### config.mk
export PLATFORM = sky130hd
export DESIGN_NAME = odd_trial_division_prime_test_core
export DESIGN_NICKNAME = d
export VERILOG_FILES = /design/src/hdl/otd_pkg.sv /design/src/hdl/odd_trial_division_prime_test_core.sv /design/src/hdl/otd_rem_unit.sv
export SDC_FILE = /design/constraint.sdc
export NUM_CORES = 1
export LEC_CHECK = 0
export BUFFER_PORTS_ARGS = -buffer_cell sky130_fd_sc_hd__buf_2
export CORE_ASPECT_RATIO = 1.25
export CORE_MARGIN = 10
export CORE_UTILIZATION = 52
export CTS_CLUSTER_DIAMETER = 60
export DETAILED_ROUTE_END_ITERATION = 10
export PLACE_DENSITY = 0.69
export SLEW_MARGIN = 20
export SYNTH_ARGS = -nofsm -noshare
export SYNTH_HDL_FRONTEND = slang
export SYNTH_SLANG_ARGS = --single-unit
export TNS_END_PERCENT = 1
### constraint.sdc
create_clock -name clk_i -period 5.24 [get_ports clk_i]
set_input_delay 1.048 -clock clk_i [delete_from_list [all_inputs] [get_ports clk_i]]
set_output_delay 1.048 -clock clk_i [all_outputs]
set_load 0.02 [all_outputs]
### src/hdl/otd_pkg.sv
// shared types and constants for the odd trial-division prime test core
// no dependencies; used by otd_rem_unit and odd_trial_division_prime_test_core
package otd_pkg;

  // width of the candidate field on the port
  localparam int unsigned CAND_WIDTH = 32;
  // default working width of the test
  localparam int unsigned VALUE_WIDTH_DEF = 32;

  // first odd divisor tried and the step between divisors
  localparam int unsigned FIRST_DIV = 3;
  localparam int unsigned DIV_STEP  = 2;

  // status from the remainder unit to the sequencer
  typedef struct packed {
    logic done;
    logic rem_zero;
  } rem_sts_t;

  // sequencer states, one-hot
  typedef enum logic [2:0] {
    ST_IDLE   = 3'b001,
    ST_CHECK  = 3'b010,
    ST_DIVIDE = 3'b100
  } seq_state_e;

endpackage

### src/hdl/odd_trial_division_prime_test_core.sv
// odd trial-division prime test: sequencer, divisor/square tracking, result register
// depends on otd_pkg and otd_rem_unit
//
// usage:
//   command channel: drive candidate_i and raise start; the candidate is taken
//   at a rising edge where start is high and busy is low. busy stays high
//   while the test runs and no new command is taken.
//   result channel: done_o is high for exactly one cycle with is_prime_o valid;
//   the receiver cannot stall, so the result must be taken in that cycle.
//   busy falls in the same cycle done_o rises, so the next command can be
//   taken right at the result cycle.
// operation:
//   odd divisors d = 3, 5, 7, ... are tried while d*d <= candidate. each
//   divisor goes through a bound-check state, the bit-serial remainder unit
//   (one dividend bit per cycle) and a registered status hand-back to the
//   sequencer. a prime verdict follows the last bound check and a composite
//   one the first zero remainder. up to about 32768 divisors are tried for
//   32-bit candidates.
// reset: the sequencer returns to idle, no result is pending.
module odd_trial_division_prime_test_core #(
  parameter int unsigned VALUE_WIDTH = otd_pkg::VALUE_WIDTH_DEF
) (
  input  logic                            clk_i,
  input  logic                            rst_ni,
  input  logic                            start,
  output logic                            busy,
  input  logic [otd_pkg::CAND_WIDTH-1:0]  candidate_i,
  output logic                            done_o,
  output logic                            is_prime_o
);

  localparam int unsigned SqW = VALUE_WIDTH + 2;

  otd_pkg::seq_state_e state_q, state_d;
  otd_pkg::rem_sts_t   rem_sts;

  logic [VALUE_WIDTH-1:0] cand_n;
  logic [VALUE_WIDTH-1:0] n_q, n_d;
  logic [VALUE_WIDTH-1:0] d_q, d_d;
  logic [SqW-1:0]         sq_q, sq_d;
  logic                   done_q, done_d;
  logic                   prime_q, prime_d;
  logic                   div_start;

  // keep only the low VALUE_WIDTH bits of the candidate, zero-extended when VALUE_WIDTH is wider
  if (VALUE_WIDTH >= otd_pkg::CAND_WIDTH) begin : g_ext
    assign cand_n = VALUE_WIDTH'(candidate_i);
  end else begin : g_trunc
    assign cand_n = candidate_i[VALUE_WIDTH-1:0];
  end

  always_comb begin
    state_d   = state_q;
    n_d       = n_q;
    d_d       = d_q;
    sq_d      = sq_q;
    done_d    = 1'b0;
    prime_d   = prime_q;
    div_start = 1'b0;
    case (state_q)
      otd_pkg::ST_IDLE: begin
        if (start) begin
          n_d     = cand_n;
          d_d     = VALUE_WIDTH'(otd_pkg::FIRST_DIV);
          sq_d    = SqW'(otd_pkg::FIRST_DIV * otd_pkg::FIRST_DIV);
          state_d = otd_pkg::ST_CHECK;
        end
      end
      otd_pkg::ST_CHECK: begin
        if (sq_q > {2'b00, n_q}) begin
          // no divisor left under the square root
          done_d  = 1'b1;
          prime_d = 1'b1;
          state_d = otd_pkg::ST_IDLE;
        end else begin
          div_start = 1'b1;
          state_d   = otd_pkg::ST_DIVIDE;
        end
      end
      otd_pkg::ST_DIVIDE: begin
        if (rem_sts.done) begin
          if (rem_sts.rem_zero) begin
            done_d  = 1'b1;
            prime_d = 1'b0;
            state_d = otd_pkg::ST_IDLE;
          end else begin
            // (d+2)^2 = d^2 + 4d + 4
            sq_d    = sq_q + {d_q, 2'b00} + SqW'(otd_pkg::DIV_STEP * otd_pkg::DIV_STEP);
            d_d     = d_q + VALUE_WIDTH'(otd_pkg::DIV_STEP);
            state_d = otd_pkg::ST_CHECK;
          end
        end
      end
      default: begin
        state_d = otd_pkg::ST_IDLE;
      end
    endcase
  end

  always_ff @(posedge clk_i or negedge rst_ni) begin
    if (!rst_ni) begin
      state_q <= otd_pkg::ST_IDLE;
      done_q  <= 1'b0;
    end else begin
      state_q <= state_d;
      done_q  <= done_d;
    end
  end

  always_ff @(posedge clk_i) begin
    n_q     <= n_d;
    d_q     <= d_d;
    sq_q    <= sq_d;
    prime_q <= prime_d;
  end

  otd_rem_unit #(
    .VALUE_WIDTH(VALUE_WIDTH)
  ) u_rem (
    .clk_i      (clk_i),
    .rst_ni     (rst_ni),
    .start_i    (div_start),
    .dividend_i (n_q),
    .divisor_i  (d_q),
    .sts_o      (rem_sts)
  );

  assign busy       = (state_q != otd_pkg::ST_IDLE);
  assign done_o     = done_q;
  assign is_prime_o = prime_q;

  // a result only shows once the sequencer is back in idle
  a_done_idle: assert property (@(posedge clk_i) disable iff (!rst_ni)
    done_o |-> !busy)
    else $error("result strobe while sequencer busy");

  // a taken command always starts the test
  a_start_busy: assert property (@(posedge clk_i) disable iff (!rst_ni)
    (start && !busy) |=> busy)
    else $error("command taken but sequencer stayed idle");

  // divisor stays odd throughout the test
  a_div_odd: assert property (@(posedge clk_i) disable iff (!rst_ni)
    busy |-> d_q[0])
    else $error("even divisor in use");

  // remainder unit only finishes while the sequencer waits for it
  a_rem_done: assert property (@(posedge clk_i) disable iff (!rst_ni)
    rem_sts.done |-> (state_q == otd_pkg::ST_DIVIDE))
    else $error("remainder done outside divide state");

  // a composite verdict comes straight from a zero remainder
  a_comp_src: assert property (@(posedge clk_i) disable iff (!rst_ni)
    (done_o && !is_prime_o) |-> $past(rem_sts.done && rem_sts.rem_zero))
    else $error("composite verdict without zero remainder");

endmodule

### src/hdl/otd_rem_unit.sv
// bit-serial restoring remainder unit: one dividend bit per cycle
// depends on otd_pkg (rem_sts_t)
module otd_rem_unit #(
  parameter int unsigned VALUE_WIDTH = otd_pkg::VALUE_WIDTH_DEF
) (
  input  logic                   clk_i,
  input  logic                   rst_ni,
  input  logic                   start_i,
  input  logic [VALUE_WIDTH-1:0] dividend_i,
  input  logic [VALUE_WIDTH-1:0] divisor_i,
  output otd_pkg::rem_sts_t      sts_o
);

  localparam int unsigned CntW = (VALUE_WIDTH > 1) ? $clog2(VALUE_WIDTH) : 1;
  localparam logic [CntW-1:0] LastCnt = CntW'(VALUE_WIDTH - 1);

  logic                   run_q, run_d;
  logic                   done_q, done_d;
  logic [CntW-1:0]        cnt_q, cnt_d;
  logic [VALUE_WIDTH-1:0] dvd_q, dvd_d;
  logic [VALUE_WIDTH-1:0] rem_q, rem_d;
  logic [VALUE_WIDTH:0]   trial;

  // divisor is held stable by the sequencer while the unit runs
  assign trial = {rem_q, dvd_q[VALUE_WIDTH-1]};

  always_comb begin
    run_d  = run_q;
    done_d = 1'b0;
    cnt_d  = cnt_q;
    dvd_d  = dvd_q;
    rem_d  = rem_q;
    if (start_i) begin
      run_d = 1'b1;
      cnt_d = '0;
      dvd_d = dividend_i;
      rem_d = '0;
    end else if (run_q) begin
      dvd_d = {dvd_q[VALUE_WIDTH-2:0], 1'b0};
      if (trial >= {1'b0, divisor_i}) begin
        rem_d = VALUE_WIDTH'(trial - {1'b0, divisor_i});
      end else begin
        rem_d = trial[VALUE_WIDTH-1:0];
      end
      cnt_d = cnt_q + CntW'(1);
      if (cnt_q == LastCnt) begin
        run_d  = 1'b0;
        done_d = 1'b1;
      end
    end
  end

  always_ff @(posedge clk_i or negedge rst_ni) begin
    if (!rst_ni) begin
      run_q  <= 1'b0;
      done_q <= 1'b0;
      cnt_q  <= '0;
    end else begin
      run_q  <= run_d;
      done_q <= done_d;
      cnt_q  <= cnt_d;
    end
  end

  always_ff @(posedge clk_i) begin
    dvd_q <= dvd_d;
    rem_q <= rem_d;
  end

  assign sts_o.done     = done_q;
  assign sts_o.rem_zero = (rem_q == '0);

endmodule

=== Word-level counts from Yosys, hierarchy flattened ===
Cells that the tools add are included.

* Equal/unequal tests: 10
* $lt $le $gt $ge: 2
* $add $sub $neg: 5
* Reductions and logical operators: 8
* Multiplexer cells: 34

{| class="wikitable"
|+ Operator list
! cell !! count
|-
| 32-bit 2-to-1 mux || 6
|-
| 34-bit 2-to-1 mux || 3
|-
| 34-bit case mux with 2 select lines || 1
|-
| 32-bit case mux with 2 select lines || 1
|-
| 34-bit by 3-bit adder with 34-bit output (second input constant) || 1
|-
| 34-bit adder || 1
|-
| 34-bit by 32-bit > comparator with 1-bit output || 1
|-
| 33-bit by 32-bit greater-or-equal comparator with 1-bit output || 1
|-
| 32-bit by 2-bit adder with 32-bit output (second input constant) || 1
|-
| 32-bit zero test || 1
|-
| 32-bit subtractor || 1
|-
| 1-bit 2-to-1 mux || 14
|-
| 5-bit 2-to-1 mux || 2
|-
| 3-bit 2-to-1 mux || 3
|-
| 3-bit case mux with 3 select lines || 1
|-
| 2-bit inequality test (second input constant) || 4
|-
| 4-bit AND reduction || 2
|-
| 2-bit nonzero test || 3
|-
| 5-bit by 1-bit adder with 5-bit output (second input constant) || 1
|-
| 5-bit == test (second input constant) || 1
|-
| 1-bit case mux with 2 select lines || 2
|-
| 2-bit AND reduction || 2
|-
| 3-bit by 1-bit == test with 1-bit output (second input constant) || 1
|-
| 3-bit by 2-bit == test with 1-bit output (second input constant) || 1
|-
| other kinds (4) || 4
|}

* Bits of input ports: 35
* Output and inout bits: 3
* Register bits: 174

=== Longest topological paths before layout ===
Gate-level depths: netlist (run 1).

* Word-level depth: 5
* Mapped depth: 14

=== Hierarchy ===
From an unflattened synthesis (run 1), not the netlist that was laid out.

* Cells, all modules: 1,195
* Area total of the unflattened synthesis: 11,747.5 sq um

{| class="wikitable"
|+ By module, submodules not included
! module !! area an instance (sq um) !! instances !! cells an instance
|-
| odd_trial_division_prime_test_core || 6,616.3 || 1 || 624
|-
| otd_rem_unit || 5,131.2 || 1 || 571
|}

=== Least setup slack after synthesis (run 1) ===
Ideal clock, no wire load.

* Path kind: input port to flip-flop
* Start: input port start
* End: register d_q[10], enable pin
* Stages: 3
* Library setup time: 0.482 ns
* Arrival time: 4.689 ns
* Path buffers: 0
* Setup slack: 0.068 ns
* Path through: and3_1 a21oi_1 nor2_1

* Cells in the longest elaborated chain, start to end: 2

{| class="wikitable"
|+ RTL lines
! element !! RTL line !! source
|-
| start, declared || odd_trial_division_prime_test_core.sv:25 || <nowiki>input logic start,</nowiki>
|-
| 2-bit inequality test (no line) || n/a ||
|-
| 4-bit AND reduction (no line) || n/a ||
|-
| end signal, assigned || odd_trial_division_prime_test_core.sv:112 || <nowiki>d_q <= d_d;</nowiki>
|-
| end, declared || odd_trial_division_prime_test_core.sv:39 || <nowiki>logic [VALUE_WIDTH-1:0] d_q, d_d;</nowiki>
|}

No other way between the ends.
A chain may end at the register's enable or synchronous reset.

=== Final worst setup path (run 1) ===
* Start: register d_q[3]
* End: register sq_q[33], data pin

* Cells in the longest elaborated chain, start to end: 5

{| class="wikitable"
|+ RTL lines
! element !! RTL line !! source
|-
| 34-bit adder || odd_trial_division_prime_test_core.sv:88 || <nowiki>sq_d = sq_q + {d_q, 2'b00} + SqW'(otd_pkg::DIV_STEP * otd_pkg::DIV_STEP);</nowiki>
|-
| 34-bit by 3-bit adder with 34-bit output || odd_trial_division_prime_test_core.sv:88 ||
|-
| 34-bit 2-to-1 mux || odd_trial_division_prime_test_core.sv:82 || <nowiki>if (rem_sts.rem_zero) begin</nowiki>
|-
| 34-bit 2-to-1 mux || odd_trial_division_prime_test_core.sv:81 || <nowiki>if (rem_sts.done) begin</nowiki>
|-
| 34-bit case mux with 2 select lines || odd_trial_division_prime_test_core.sv:60 || <nowiki>case (state_q)</nowiki>
|-
| end signal, assigned || odd_trial_division_prime_test_core.sv:113 || <nowiki>sq_q <= sq_d;</nowiki>
|-
| end, declared || odd_trial_division_prime_test_core.sv:40 || <nowiki>logic [SqW-1:0] sq_q, sq_d;</nowiki>
|}

No other way between the ends. The select of a mux whose other input is x is not followed.

==> results by group, run 1 <==
Outcome
  – Outcome: finished clean

Final layout
  – # nets final: 1,339
  – Layout cell share with drive strength beyond 1: 0.105
  – Synthesis-to-layout area growth: 9.23%
  – Combined area of the multi-input logic cells: 6150 sq um
  – Number of fill cells in the layout: 1,854
  – Combined flip-flop and latch cell area: 4730 sq um
  – N_diodes: 0

Clock tree
  – Skew-Pair Late Insertion Delay: 0.43 ns
  – Post-CTS Setup Repair Bufs: 0
  – TritonCTS buffer count: 17
  – Total clock sinks: 170
  – Depth of the CTS H-tree: 4
  – Worst-path clk slew: 0.07 ns
  – TritonCTS clock tree: yes
  – Clock root cell: sky130_fd_sc_hd__clkbuf_16
  – Post-CTS sizing: 0
  – Quantity of hold-fixing buffers added after cts: 0
  – Maximum number of buffers from clock root to sink: 2

Floorplan
  – Starting density of the core: 0.527
  – Count of boundary I/O pins: 38
  – Floorplan die width: 152 um
  – Total die area: 28,100 sq um
  – Standard-cell row count: 60
  – Core region area: 21,500 sq um
  – Vert. Die Dim: 185 um

Yosys
  – Parity-gate share of the synthesized area counting xor and xnor cells: 0.0643
  – Synth async-reset ratio: 0.0647
  – Synth warn: 0
  – Predominant post-synthesis flop cell: sky130_fd_sc_hd__edfxtp_1
  – Cells after Synth: 1,155
  – Leading cell types by total area after synthesis: sky130_fd_sc_hd__edfxtp_1, sky130_fd_sc_hd__ha_1, sky130_fd_sc_hd__dfxtp_1
  – Post-synth EDFFs: 127
  – Portion of synthesized cell area occupied by the leading cell type: 0.337
  – Number of unique standard cell types used by synthesis: 67
  – Synthesized-area fraction occupied by adder cells: 0.140
  – Sequential cell area fraction in the yosys report: 0.418
  – Avg Synthesized Cell Area: 9.79 sq um
  – Basic-gate share of the synthesized area counting and, or, nand and nor cells: 0.143
  – Synthesized-area fraction occupied by ao, oa, aoi and oai cells: 0.152
  – Area leader, netlist: sky130_fd_sc_hd__edfxtp_1
  – Number of flip-flops and latches in the synthesized netlist: 170
  – Main combinational cell family by area after synthesis: compound AO/OA/AOI/OAI gates
  – Cell area after synthesis: 11,300 sq um
  – Share of synthesized area spent on multiplexers: 0.0424
  – Syn_nets: 1,315

Timing
  – Final critical path time including I/O delays and setup: 3.80 ns
  – Slew of the pin with the lowest slew margin: 0.959 ns
  – Final Max Tran Viols: 0
  – Max transition margin: 0.361
  – Unrepaired setup endpoints after global routing: false
  – Number of hold violations in the final report: 0
  – Number of setup violations in the final report: 0
  – Smallest hold slack: 0.486 ns
  – Final TNS setup: 0 ns
  – Share of the clock period used by the worst path after layout: 0.726
  – Maximum operating frequency: 0.263 GHz
  – Clk_skew: 0.0129 ns

Critical path
  – Maximum fanout along the worst path: 6
  – Slowest cell on crit path: sky130_fd_sc_hd__edfxtp_1
  – Reg2Reg Setup Slack: 1.44 ns
  – Stage delay of the slowest cell on the critical path: 0.50 ns
  – Critical path type: register to register
  – Worst Setup End Kind: register
  – Critical path launch point type: register
  – Sequence of cells on the critical path: ha_1, ha_1, nor2b_1, o31ai_1, a211oi_1, o21ai_1, o21bai_1, a211oi_1, o21ai_0, and3_1, or3_1
  – Crit path required time: 5.41 ns
  – Data arrival time of the critical path: 3.98 ns

Detailed routing
  – Via density: 5.68
  – Count of nets left with antenna violations after detail routing: 0
  – Average wire per cell in the routed design: 16.7 um
  – Overall via count from detail_route: 8,355
  – Total iterations of the first detailed-routing run: 5
  – Starting DRC count in detailed routing: 524
  – Total wire length after detailed routing: 24.5 mm
  – Number of remaining DRC errors: 0

Global route
  – Global-route wire length before repair: 40.6 mm
  – Antenna violations before repair: 0
  – Vias in the first global route: 8,237
  – Global routing usage summed across all routing layers: 0.174
  – Total grt overflow: 0
  – Pin count of the biggest net entering global routing: 68

Pwr
  – Peak supply drop: 0.285 mV
  – Total power density per cell area: 528 nW/um^2
  – Leakage power figure: 0.00525 uW

Placement
  – Final weighted congestion in routability-driven placement: 0.915
  – Port-buffer cells: 37
  – Post-DP HPWL: 18.7 mm

Hold path
  – Path type of the worst min-delay path: input pin to asynchronous set/reset pin

Run
  – Max capacitance violation total: 0
==> registers in the layout, summed over array words and instances, names as in the netlist, 3 cells and up <==
name	flops
sq_q	31
u_rem.rem_q	32
state_q	3
u_rem.dvd_q	32
n_q	32
u_rem.cnt_q	5
d_q	31
==> layout by cell type, fill, tap and decap left out, types with 32 or more instances in the layout <==
| cell type | instances |
|---|---|
| sky130_fd_sc_hd__a21o_1 | 47 |
| sky130_fd_sc_hd__a21oi_1 | 73 |
| sky130_fd_sc_hd__buf_2 | 37 |
| sky130_fd_sc_hd__dfxtp_1 | 32 |
| sky130_fd_sc_hd__edfxtp_1 | 127 |
| sky130_fd_sc_hd__ha_1 | 123 |
| sky130_fd_sc_hd__inv_1 | 75 |
| sky130_fd_sc_hd__nand2_1 | 81 |
| sky130_fd_sc_hd__nor2_1 | 155 |
| sky130_fd_sc_hd__o21ai_0 | 33 |
| sky130_fd_sc_hd__xnor2_1 | 57 |
==> path summary, 6_finish.rpt <==
check,startpoint,end,cells after the start
worst max-delay path,d_q[3]$_SDFFCE_PP0P_,sq_q[33]$_SDFFCE_PP0P_,11
worst min-delay path,rst_ni,state_q[2]$_DFFE_PN0P_,1
worst max register to register,d_q[3]$_SDFFCE_PP0P_,sq_q[33]$_SDFFCE_PP0P_,11
worst min register to register,u_rem.done_q$_DFF_PN0_,state_q[2]$_DFFE_PN0P_,1
max in group asynchronous,rst_ni,state_q[0]$_DFFE_PN1P_,1
min in group clk_i,u_rem.done_q$_DFF_PN0_,state_q[2]$_DFFE_PN0P_,1
==> cell type report <==
| class | instances | area share |
|---|---|---|
| sequential | 170 | 0.383 |
| clock inverter | 14 | 0.0109 |
| timing repair buffer | 46 | 0.0215 |
| multi-input combinational | 868 | 0.498 |
| clock buffer | 18 | 0.0348 |
| inverter | 76 | 0.0231 |
| tap | 279 | 0.0283 |
==> stage by stage <==
step                      instances  instance area, sq um  utilization  power, uW  setup slack (ns)
after floorplan                1155                 11300            -       4620            0.0682
after global placement         1439                 11800        0.549       5260              1.54
after detailed placement       1439                 11800        0.549       5320              1.45
after CTS                      1471                 12300        0.575       6530              1.42
after global routing           1471                 12300        0.575       7030              1.18
final                          1471                 12300        0.575       6520              1.44
==> metal layers <==
layer | global-route usage | share of wire
met1 | 0.210 | 0.46
met2 | 0.309 | 0.49
met3 | 0.0218 | 0.021
met4 | 0.0675 | 0.025
met5 | 0 | 0
==> synthesized netlist by cell type (3+ instances only) <==
| cell | n |
|---|---|
| sky130_fd_sc_hd__a221oi_1 | 4 |
| sky130_fd_sc_hd__a22oi_1 | 3 |
| sky130_fd_sc_hd__dfxtp_1 | 32 |
| sky130_fd_sc_hd__ha_1 | 123 |
| sky130_fd_sc_hd__nand3_1 | 24 |
| sky130_fd_sc_hd__a2111oi_0 | 3 |
| sky130_fd_sc_hd__a31oi_1 | 8 |
| sky130_fd_sc_hd__clkbuf_1 | 31 |
| sky130_fd_sc_hd__or3_1 | 3 |
| sky130_fd_sc_hd__o211ai_1 | 10 |
| sky130_fd_sc_hd__xor2_1 | 26 |
| sky130_fd_sc_hd__o31ai_1 | 4 |
| sky130_fd_sc_hd__a21oi_1 | 73 |
| sky130_fd_sc_hd__a311oi_1 | 3 |
| sky130_fd_sc_hd__and2_1 | 8 |
| sky130_fd_sc_hd__edfxtp_1 | 127 |
| sky130_fd_sc_hd__inv_1 | 75 |
| sky130_fd_sc_hd__a21o_1 | 47 |
| sky130_fd_sc_hd__nor3_1 | 14 |
| sky130_fd_sc_hd__nand2b_1 | 7 |
| sky130_fd_sc_hd__nor4_1 | 12 |
| sky130_fd_sc_hd__xnor2_1 | 57 |
| sky130_fd_sc_hd__a211oi_1 | 26 |
| sky130_fd_sc_hd__buf_2 | 10 |
| sky130_fd_sc_hd__o21ai_0 | 34 |
| sky130_fd_sc_hd__dfrtp_1 | 10 |
| sky130_fd_sc_hd__o221ai_1 | 3 |
| sky130_fd_sc_hd__or2_2 | 3 |
| sky130_fd_sc_hd__nor2_1 | 156 |
| sky130_fd_sc_hd__mux2i_1 | 13 |
| sky130_fd_sc_hd__nor2b_1 | 5 |
| sky130_fd_sc_hd__nand2_1 | 81 |
| sky130_fd_sc_hd__o21bai_1 | 8 |
| sky130_fd_sc_hd__mux2_2 | 31 |
| sky130_fd_sc_hd__and3_1 | 13 |
| sky130_fd_sc_hd__nand4_1 | 20 |
| sky130_fd_sc_hd__o22ai_1 | 3 |
| sky130_fd_sc_hd__o21a_1 | 9 |
==> power by group <==
part	switching [uW]	internal (uW)
clock	540	663
combinational	1780	1320
sequential	288	1930
total	2610	3910
==> kinds of logic after synthesis <==
logic type / after synthesis
xor+xnor: 83
compound gates: 260
fa+ha+maj: 125
buf+inv: 117
mux: 44
flops: 170
simple gates: 356
==> critical path, delay by kind of cell, from the launching register on <==
family	cells	cell delay [ns]
adder cells (fa/ha/maj)	2	0.66
flip-flops	1	0.50
AND/OR/NAND/NOR	3	0.72
AO/OA/AOI/OAI	6	1.67
Power figures use the tool's default switching activity.
==> inputs of run 2 (changes only) <==
ABC_AREA = 1   (was not set)
PLACE_DENSITY = 0.68   (was 0.69)
clock period = 4 ns   (was 5.24 ns; I/O delays follow)
==> run 2 against run 1 <==
Effect of this change:
- synthesized cell count increased by 50%
- flip-flop and latch count unchanged
- core utilization about the same
- die area increased by 11%
- global-route usage increased by 3.6 points
- register-to-register slack got worse by 0.72 ns
- sequential share of layout area decreased by 3.9 points
- first-iteration DRC count increased by 41%
==> results by group, run 2 <==
Clock tree
  – Total clock sinks: 170 (unchanged)
  – Clock root cell: sky130_fd_sc_hd__clkbuf_16
  – Skew-Pair Late Insertion Delay: 0.44 ns (about the same)
  – Post-CTS Setup Repair Bufs: 0 (unchanged)
  – Depth of the CTS H-tree: 4 (unchanged)
  – TritonCTS buffer count: 17 (unchanged)
  – Post-CTS sizing: 0 (unchanged)
  – Maximum number of buffers from clock root to sink: 2 (unchanged)
  – Quantity of hold-fixing buffers added after cts: 0 (unchanged)
  – TritonCTS clock tree: yes
  – Worst-path clk slew: 0.08 ns (about the same)

Final layout
  – Leading cell type in the layout, fill and taps excluded: sky130_fd_sc_hd__nand2_1
  – N_diodes: 0 (unchanged)
  – Most used cells in the layout excluding fill and tap cells: sky130_fd_sc_hd__nand2_1, sky130_fd_sc_hd__inv_1, sky130_fd_sc_hd__nor2_1
  – Number of fill cells in the layout: 2,292 (+24%)
  – Synthesis-to-layout area growth: 8.27%
  – Registers with the most flip-flops: n_q: 32 flops, u_rem.dvd_q: 32 flops, u_rem.rem_q: 32 flops
  – Layout cell share with drive strength beyond 1: 0.0558 (-0.0491)
  – # nets final: 1,921 (+43%)
  – Layout Utilization: 0.575 (about the same)

Yosys
  – Synth async-reset ratio: 0.0647 (unchanged)
  – Post-synth EDFFs: 127 (unchanged)
  – Cell area after synthesis: 12,700 sq um (+12%)
  – Most common cell in the synthesized netlist: sky130_fd_sc_hd__nand2_1
  – Area leader, netlist: sky130_fd_sc_hd__edfxtp_1
  – Cells after Synth: 1,729 (+50%)
  – Predominant post-synthesis flop cell: sky130_fd_sc_hd__edfxtp_1
  – Avg Synthesized Cell Area: 7.33 sq um (-25%)
  – Syn_nets: 1,889 (+44%)
  – Number of unique standard cell types used by synthesis: 41 (-39%)
  – Sequential cell area fraction in the yosys report: 0.373 (-0.0455)
  – Commonest cells in the synthesized netlist: sky130_fd_sc_hd__nand2_1, sky130_fd_sc_hd__inv_1, sky130_fd_sc_hd__nor2_1
  – Leading cell types by total area after synthesis: sky130_fd_sc_hd__edfxtp_1, sky130_fd_sc_hd__nand2_1, sky130_fd_sc_hd__ha_1
  – Portion of synthesized cell area occupied by the leading cell type: 0.301 (-0.0366)
  – Number of flip-flops and latches in the synthesized netlist: 170 (unchanged)
  – Synth warn: 0 (unchanged)

Run
  – Max capacitance violation total: 0 (unchanged)

Placement
  – Port-buffer cells: 37 (unchanged)
  – Post-DP HPWL: 25.7 mm (+37%)
  – Final weighted congestion in routability-driven placement: 0.942 (+3.0%)

Floorplan
  – Standard-cell row count: 63 (+5.0%)
  – Starting density of the core: 0.531 (+0.00447)
  – Count of boundary I/O pins: 38 (unchanged)
  – Total die area: 31,100 sq um (+11%)
  – Vert. Die Dim: 195 um (+5.3%)
  – Floorplan die width: 160 um (+5.1%)
  – Core region area: 23,900 sq um (+11%)

Detailed routing
  – Overall via count from detail_route: 11,201 (+34%)
  – Total iterations of the first detailed-routing run: 5 (unchanged)
  – Starting DRC count in detailed routing: 739 (+41%)
  – Count of nets left with antenna violations after detail routing: 0 (unchanged)
  – Number of remaining DRC errors: 0 (unchanged)
  – Average wire per cell in the routed design: 15.5 um (-7.0%)
  – Total wire length after detailed routing: 32.5 mm (+33%)
  – Via density: 5.34 (-6.0%)

Critical path
  – Most common cell on crit path: sky130_fd_sc_hd__nand2_1
  – Critical path launch point type: register
  – Number of buffer and inverter instances along the worst setup path: 2 (+2)
  – Slowest cell on crit path: sky130_fd_sc_hd__edfxtp_1
  – Cell family contributing the most delay on the critical path: compound AO/OA/AOI/OAI gates
  – Maximum fanout along the worst path: 6 (unchanged)
  – Data arrival time of the critical path: 3.47 ns (-0.51 ns)
  – Stage delay of the slowest cell on the critical path: 0.53 ns (+0.03 ns)
  – Sequence of cells on the critical path: ha_1, inv_1, fa_1, inv_1, nand2_1, o21a_1, o21ai_0, nand2_1, o21ai_0, nand2_1, nand2_1, nor2_1
  – Worst Setup End Kind: register
  – Critical path type: register to register
  – Crit path required time: 4.20 ns (-1.21 ns)
  – Critical Path Stages: 12 (+1)
  – Register-to-Register Path Depth: 12 (+1)

Timing
  – Number of hold violations in the final report: 0 (unchanged)
  – Unrepaired setup endpoints after global routing: false
  – Number of setup violations in the final report: 0 (unchanged)
  – Maximum operating frequency: 0.305 GHz (+16%)
  – Final Max Tran Viols: 0 (unchanged)
  – Final critical path time including I/O delays and setup: 3.28 ns (-0.525 ns)
  – Final TNS setup: 0 ns (unchanged)
  – Slew of the pin with the lowest slew margin: 0.913 ns (-0.0462 ns)
  – Max transition margin: 0.390 (+0.0293)
  – Share of the clock period used by the worst path after layout: 0.819 (+0.0938)
  – Clk_skew: 0.0130 ns (+0.000118 ns)

Global route
  – Vias in the first global route: 10,983 (+33%)
  – Pin count of the biggest net entering global routing: 63 (-7.4%)
  – Global routing usage summed across all routing layers: 0.210 (+0.0365)
  – Global-route wire length before repair: 53.8 mm (+32%)
  – Total grt overflow: 0 (unchanged)
  – Antenna violations before repair: 0 (unchanged)

Outcome
  – Outcome: finished clean

Hold path
  – Path type of the worst min-delay path: input pin to asynchronous set/reset pin
## run 2: cell count changes in the layout (fill, tap and decap cells not counted), moves of 12 or more
| cell | before | now |
|---|---|---|
| sky130_fd_sc_hd__nand3_1 | 24 | 125 |
| sky130_fd_sc_hd__inv_1 | 75 | 240 |
| sky130_fd_sc_hd__mux2_2 | 31 | 0 |
| sky130_fd_sc_hd__o21ai_0 | 33 | 70 |
| sky130_fd_sc_hd__o21ai_1 | 2 | 21 |
| sky130_fd_sc_hd__nor3_1 | 14 | 37 |
| sky130_fd_sc_hd__xnor2_1 | 57 | 3 |
| sky130_fd_sc_hd__mux2i_1 | 13 | 0 |
| sky130_fd_sc_hd__a21oi_1 | 73 | 120 |
| sky130_fd_sc_hd__a21o_1 | 47 | 3 |
| sky130_fd_sc_hd__nand2_1 | 81 | 527 |
| sky130_fd_sc_hd__a211oi_1 | 26 | 2 |
| sky130_fd_sc_hd__nor2_1 | 155 | 143 |
## run 2: logic make-up (layout without fill, tap and decap cells)
kind of cell             after synthesis  after routing  share of synthesized area
AND/OR/NAND/NOR                      905            905                      0.301
buffers and inverters                276            321                     0.0912
AO/OA/AOI/OAI                        234            234                     0.0971
flip-flops                           170            170                      0.373
adder cells (fa/ha/maj)              125            125                      0.125
XOR/XNOR                              19             19                     0.0131
## run 2: through the flow
step           instance area [sq um]  hold WS (ns)  setup WS (ns)  cells
5_1_grt                        13700         0.219          0.428   2099
2_1_floorplan                  12700         0.473          0.601   1729
6_report                       13700         0.212          0.723   2099
4_1_cts                        13700         0.206          0.687   2099
3_5_place_dp                   13200         0.496          0.726   2067
3_3_place_gp                   13200         0.496          0.713   2067
## run 2: routing by layer
metal	track usage	vias to the layer above	part of all wire
met3	0.0239	45	0.032
met5	0	-	0
met2	0.375	216	0.50
met1	0.256	5154	0.45
met4	0.0723	0	0.026
li1	-	5786	-
## run 2: cell type report
class | count | area [sq um] | share of cell area
clock inverters | 14 | 125 | 0.00911
inverters | 242 | 908 | 0.0662
flip-flops and latches | 170 | 4730 | 0.345
repair buffers | 47 | 285 | 0.0208
clock buffers | 18 | 450 | 0.0328
multi-input cells | 1283 | 6820 | 0.497
well taps | 325 | 407 | 0.0296
## run 2: worst paths after layout
check                                        startpoint  slack [ns]                            to
setup reg to reg                   d_q[1]$_SDFFCE_PP1P_        0.72        sq_q[23]$_SDFFCE_PP0P_
hold reg to reg            u_rem.rem_q[19]$_SDFFE_PP0P_        0.51  u_rem.rem_q[19]$_SDFFE_PP0P_
setup / recovery                   d_q[1]$_SDFFCE_PP1P_        0.72        sq_q[23]$_SDFFCE_PP0P_
max in group asynchronous                        rst_ni        3.52        state_q[0]$_DFFE_PN1P_
min in group clk_i         u_rem.rem_q[19]$_SDFFE_PP0P_        0.51  u_rem.rem_q[19]$_SDFFE_PP0P_
hold / removal                                   rst_ni        0.21    u_rem.cnt_q[0]$_DFFE_PN0P_
Power of run 2 is not shown: default switching activity piles up to over one toggle a cycle in this logic, so the estimate is an artifact.
